--- src/rtl/cascaded_attitude_pid_mixer_top_defines.svh ---
// Assertion macros for the cascaded attitude PID mixer.
`ifndef CASCADED_ATTITUDE_PID_MIXER_TOP_DEFINES_SVH
`define CASCADED_ATTITUDE_PID_MIXER_TOP_DEFINES_SVH

`ifndef SYNTHESIS
// Same-cycle implication.
`define CAPM_ASSERT_IMPL(label, clk, rst_n, ante, cons) \
  label: assert property (@(posedge clk) disable iff (!rst_n) (ante) |-> (cons)) \
    else $error("capm assertion failed");
// Next-cycle implication.
`define CAPM_ASSERT_NEXT(label, clk, rst_n, ante, cons) \
  label: assert property (@(posedge clk) disable iff (!rst_n) (ante) |=> (cons)) \
    else $error("capm assertion failed");
`else
`define CAPM_ASSERT_IMPL(label, clk, rst_n, ante, cons)
`define CAPM_ASSERT_NEXT(label, clk, rst_n, ante, cons)
`endif

`endif

--- src/rtl/capm_pkg.sv ---
// Shared types, constants and saturation helpers for the attitude PID mixer.
`default_nettype none
package capm_pkg;

  localparam int INTEG_LIMIT    = 100;
  localparam int GAIN_FRAC_BITS = 8;
  localparam int NUM_REGS       = 8;

  typedef enum logic [2:0] {
    REG_ANGLE_KP_TILT = 3'd0,
    REG_ANGLE_KI_TILT = 3'd1,
    REG_ANGLE_KD_TILT = 3'd2,
    REG_ANGLE_KP_YAW  = 3'd3,
    REG_RATE_KP_PITCH = 3'd4,
    REG_RATE_KP_ROLL  = 3'd5,
    REG_RATE_KD_PITCH = 3'd6,
    REG_RATE_KD_ROLL  = 3'd7
  } reg_idx_e;

  localparam logic [15:0] CFG_RESET [NUM_REGS] = '{
    16'd1024, 16'd768, 16'd256, 16'd768, 16'd115, 16'd102, 16'd461, 16'd307
  };

  // Sequencer steps, one-hot.
  typedef enum logic [7:0] {
    S_IDLE = 8'b0000_0001,
    S_ERR  = 8'b0000_0010,
    S_AMUL = 8'b0000_0100,
    S_ASUM = 8'b0000_1000,
    S_RERR = 8'b0001_0000,
    S_RMUL = 8'b0010_0000,
    S_RSUM = 8'b0100_0000,
    S_MIX  = 8'b1000_0000
  } step_e;

  typedef struct packed {
    step_e step;
    logic  armed;
  } ctl_t;

  typedef struct packed {
    logic [15:0] kp;
    logic [15:0] ki;
    logic [15:0] kd;
    logic [15:0] rkp;
    logic [15:0] rkd;
  } lane_gain_t;

  function automatic logic signed [15:0] sat16(input logic signed [31:0] v);
    logic signed [15:0] r;
    if (v > 32'sd32767) r = 16'sh7fff;
    else if (v < -32'sd32768) r = 16'sh8000;
    else r = v[15:0];
    return r;
  endfunction

  function automatic logic signed [16:0] sat17(input logic signed [47:0] v);
    logic signed [16:0] r;
    if (v > 48'sd65535) r = 17'sh0ffff;
    else if (v < -48'sd65536) r = 17'sh10000;
    else r = v[16:0];
    return r;
  endfunction

endpackage
`default_nettype wire

--- src/rtl/capm_merge.sv ---
// Yaw path and X-frame mixer combining the lane outputs into four motors.
`default_nettype none
module capm_merge (
  input  wire logic               clk_i,
  input  wire capm_pkg::ctl_t     ctl_i,
  input  wire logic [15:0]        kp_yaw_i,
  input  wire logic signed [15:0] set_yaw_i,
  input  wire logic signed [15:0] meas_yaw_i,
  input  wire logic signed [15:0] rate_z_i,
  input  wire logic [14:0]        throttle_i,
  input  wire logic signed [15:0] pitch_i,
  input  wire logic signed [15:0] roll_i,
  output logic signed [15:0]      motor_a_o,
  output logic signed [15:0]      motor_b_o,
  output logic signed [15:0]      motor_c_o,
  output logic signed [15:0]      motor_d_o
);

  logic signed [33:0] yp_q;
  logic signed [16:0] ay_q;
  logic signed [15:0] y_q;

  logic signed [16:0] ey_c;
  logic signed [16:0] ky_s;
  logic signed [17:0] yd_c;
  logic signed [19:0] y3_c;
  logic signed [18:0] thr_s, p_s, r_s, y_s;
  logic signed [18:0] ma, mb, mc, md;

  assign ky_s = signed'({1'b0, kp_yaw_i});
  assign ey_c = 17'(set_yaw_i) - 17'(meas_yaw_i);
  assign yd_c = 18'(rate_z_i) - 18'(ay_q);
  assign y3_c = (20'(yd_c) <<< 1) + 20'(yd_c);

  always_ff @(posedge clk_i) begin
    if (ctl_i.step == capm_pkg::S_AMUL) begin
      yp_q <= ky_s * ey_c;
    end
    if (ctl_i.step == capm_pkg::S_ASUM) begin
      ay_q <= capm_pkg::sat17(48'(yp_q >>> capm_pkg::GAIN_FRAC_BITS));
    end
    if (ctl_i.step == capm_pkg::S_RERR) begin
      y_q <= capm_pkg::sat16(32'(y3_c));
    end
  end

  assign thr_s = signed'({4'b0, throttle_i});
  assign p_s   = 19'(pitch_i);
  assign r_s   = 19'(roll_i);
  assign y_s   = 19'(y_q);

  assign ma = thr_s - p_s + r_s - y_s;
  assign mb = thr_s - p_s - r_s + y_s;
  assign mc = thr_s + p_s - r_s - y_s;
  assign md = thr_s + p_s + r_s + y_s;

  // Force zero drive when disarmed.
  assign motor_a_o = ctl_i.armed ? capm_pkg::sat16(32'(ma)) : 16'sd0;
  assign motor_b_o = ctl_i.armed ? capm_pkg::sat16(32'(mb)) : 16'sd0;
  assign motor_c_o = ctl_i.armed ? capm_pkg::sat16(32'(mc)) : 16'sd0;
  assign motor_d_o = ctl_i.armed ? capm_pkg::sat16(32'(md)) : 16'sd0;

endmodule
`default_nettype wire

--- config.mk ---
export PLATFORM = sky130hd
export DESIGN_NAME = capm_merge
export DESIGN_NICKNAME = d
export VERILOG_FILES = /design/src/rtl/cascaded_attitude_pid_mixer_top_defines.svh /design/src/rtl/capm_pkg.sv /design/src/rtl/capm_merge.sv
export SDC_FILE = /design/constraint.sdc
export NUM_CORES = 1
export LEC_CHECK = 0
export ABC_CLOCK_PERIOD_IN_PS = 20800
export BUFFER_PORTS_ARGS = -buffer_cell sky130_fd_sc_hd__buf_2
export CORE_MARGIN = 2
export CORE_UTILIZATION = 54
export CTS_BUF_LIST = sky130_fd_sc_hd__clkbuf_16
export CTS_CLUSTER_SIZE = 40
export DETAILED_ROUTE_END_ITERATION = 8
export PLACE_DENSITY = 0.73
export SLEW_MARGIN = 25
export SYNTH_ARGS = -nofsm -noshare
export SYNTH_HDL_FRONTEND = slang
export SYNTH_SLANG_ARGS = --single-unit
--- constraint.sdc ---
create_clock -name clk_i -period 20.8 [get_ports clk_i]
set_input_delay 1.04 -clock clk_i [delete_from_list [all_inputs] [get_ports clk_i]]
set_output_delay 1.04 -clock clk_i [all_outputs]
set_load 0.005 [all_outputs]
==> run summary <==
worst setup path end - yp_q[32]
1st-iter DRT viols - 1,078
final hold violations - 0
GRT overflow - 0
CTS tree - built
first-pass GRT wire length - 88,200 microns
Core Area - 0.0388 sq mm
Least-Margin Pin Slew - 0.970 ns
Critical Path Source Type - primary input
via/cell ratio - 5.68
final worst-path cycle share - 0.443
die area - 0.0412 sq mm
top_reg_cell synth - edfxtp_1
chip height - 203 microns
Syn Area/Cell - 8.72 sq um
drt pass-1 iters - 5
HP Class - register to register
PostCTS Resize Cnt - 0
minimum clock period - 9.21 ns
Reg area - 0.00177 sq mm
CP startpoint - set_yaw_i[0]
nets@finish - 3,265
layout cell share with drive strength beyond 1 - 0.124
simple-gate share of the synthesized area - 0.151
r2r worst-path depth - 19
RR Startpoint - ay_q[0]
met1 GRT Util - 0.319
later-pin clock latency in the skew report - 0.32 ns
CP Capture Type - register
Sink Count - 59
postcts setup bufs - 0
EDFF count, synth - 59
area occupied by multi-input gates - 0.0176 sq mm
largest family of logic cells by synthesized area - adder cells
most common cell after layout, fill and taps aside - inv_1
top cells by area, synth - fa_1 26%, ha_1 16%, edfxtp_1 8.3%
Vias - 17,600
Routed wire per std cell - 17.3 microns
GR peak layer - met2
final setup fails - 0
area share of the largest cell type after synthesis - 0.264
root buffer cell - clkbuf_16
Site Rows - 72
DP Wirelength - 45,800 microns
r2r setup slk - 15.44 ns
status - finished, final reports clean
Area Overhead vs Synth - 7.73%
antenna viol nets, final - 0
antenna violations before repair - 2
Synth Area in Compound Gates - 0.172
Final Wtd Congestion - 0.925
Worst path slowest cell - fa_1
WP data required - 20.86 ns
Fin Clk Skew - 0.00572 ns
most used cell, CP - fa_1
routing usage on met3 - 0.0246
synthesized instance count - 2,449
CP arrival - 9.28 ns
area share of fa/ha/maj cells after synthesis - 0.427
Net Count, Synth - 3,130
Synth Cell Area - 0.0214 sq mm
total track usage - 0.265
FMAX - 109 MHz
Synth area leader - fa_1
Initial Utilization - 0.550
multiplexer share of the synthesized area - 0.0104
CTS max path bufs - 2
Remaining DRCs - 0
library cells used by synthesis - 99
largest net degree at the start of global routing - 36
Die W - 203 microns
xor/xnor share of the synthesized area - 0.0582
port bufs - 184
Max Cap Viol - 0
total negative slack - 0 ns
FF-to-FF End - y_q[13]
Ports - 185
fraction of registers with async set or reset after synthesis - 0
total CTS buffers - 9
Max-Slew Margin vs Limit - 0.350
number of global-route vias before repair - 18,200
Max FO, Critical Path - 16
Yosys Warn Count - 0
pins over their slew limit - 0
met2 Usage GRT - 0.483
clk slew on worst S/H paths - 0.05 ns
commonest non-fill, non-tap cells in the layout - 452 x inv_1, 282 x fa_1, 278 x ha_1
post-synthesis sequential area ratio - 0.0829
RSZ-0062 raised after global routing - no
crit-path max cell delay - 0.56 ns
Worst Setup Path Type - primary input to register
hold buffer count at cts - 0
DRT Wirelength - 53,800 microns
fill cell count - 3,438
FF+latch count, synth - 59
H-tree depth - 3
registers in the layout, summed over array words and instances (netlist names):
| name | flops |
|---|---|
| yp_q | 26 |
| ay_q | 17 |
| y_q | 16 |
routing by layer:
layer,part of all wire,up-vias,wire [microns]
met5,0,-,0
met4,0.044,0,2340
met3,0.053,109,2860
met2,0.51,544,27300
met1,0.39,8588,21200
li1,-,8389,-
synth_stat cells (all sizes together), types with 15 or more instances:
cell type	count
o21ai	63
nand3	55
xnor2	91
fa	282
a21o	74
buf	22
edfxtp	59
a221oi	17
nor2b	55
a31oi	19
clkbuf	56
and3	22
o21a	15
nand4	16
nand2b	39
inv	454
and2	68
nor2	72
a211oi	42
a21oi	172
xor2	48
ha	278
nand2	201
nor3	48
nor4	15
o21bai	22
area by class of cell:
cell class              count  area share
clock inverters             5     0.00201
clock buffers               9     0.00978
diodes                      1    0.000109
flip-flops and latches     59      0.0770
multi-input cells        1856       0.763
inverters                 455      0.0742
well taps                 518      0.0282
repair buffers            203      0.0462
critical path: cells and delay by family:
kind                       cells  cell delay (ns)
buffers and inverters          7             0.38
and+or+nand+nor                4             1.11
xor gates and xnor gates       1             0.09
AOI/OAI and AO/OA             11             2.51
adders and majority gates      9             4.13
how the worst min path moves through the flow:
stage,start,cells after the start,endpoint
after floorplan,yp_q[8],1,ay_q[0]
after global placement,yp_q[33],0,ay_q[16]
after detailed placement,yp_q[33],0,ay_q[16]
after CTS,yp_q[33],0,ay_q[16]
after global routing,yp_q[33],0,ay_q[16]
final,yp_q[33],0,ay_q[16]
cell families after synthesis:
kind of cell	Yosys count
AO/OA/AOI/OAI	512
XOR/XNOR	139
adder cells (fa/ha/maj)	560
buffers and inverters	534
flip-flops	59
multiplexers	21
AND/OR/NAND/NOR	624
stage by stage:
| step | hold WS (ns) | cells | setup WS [ns] | area [sq um] | utilization |
|---|---|---|---|---|---|
| 2_1_floorplan | 0.495 | 2449 | 11.99 | 21400 | - |
| 3_3_place_gp | 0.493 | 3091 | 11.39 | 22700 | 0.585 |
| 3_5_place_dp | 0.477 | 3091 | 11.29 | 22700 | 0.585 |
| 4_1_cts | 0.486 | 3105 | 11.61 | 23000 | 0.592 |
| 5_1_grt | 0.503 | 3106 | 11.16 | 23000 | 0.593 |
| 6_report | 0.487 | 3106 | 11.59 | 23000 | 0.593 |
Power is not shown: default switching activity piles up to over one toggle a cycle in this logic, so the estimate is an artifact.
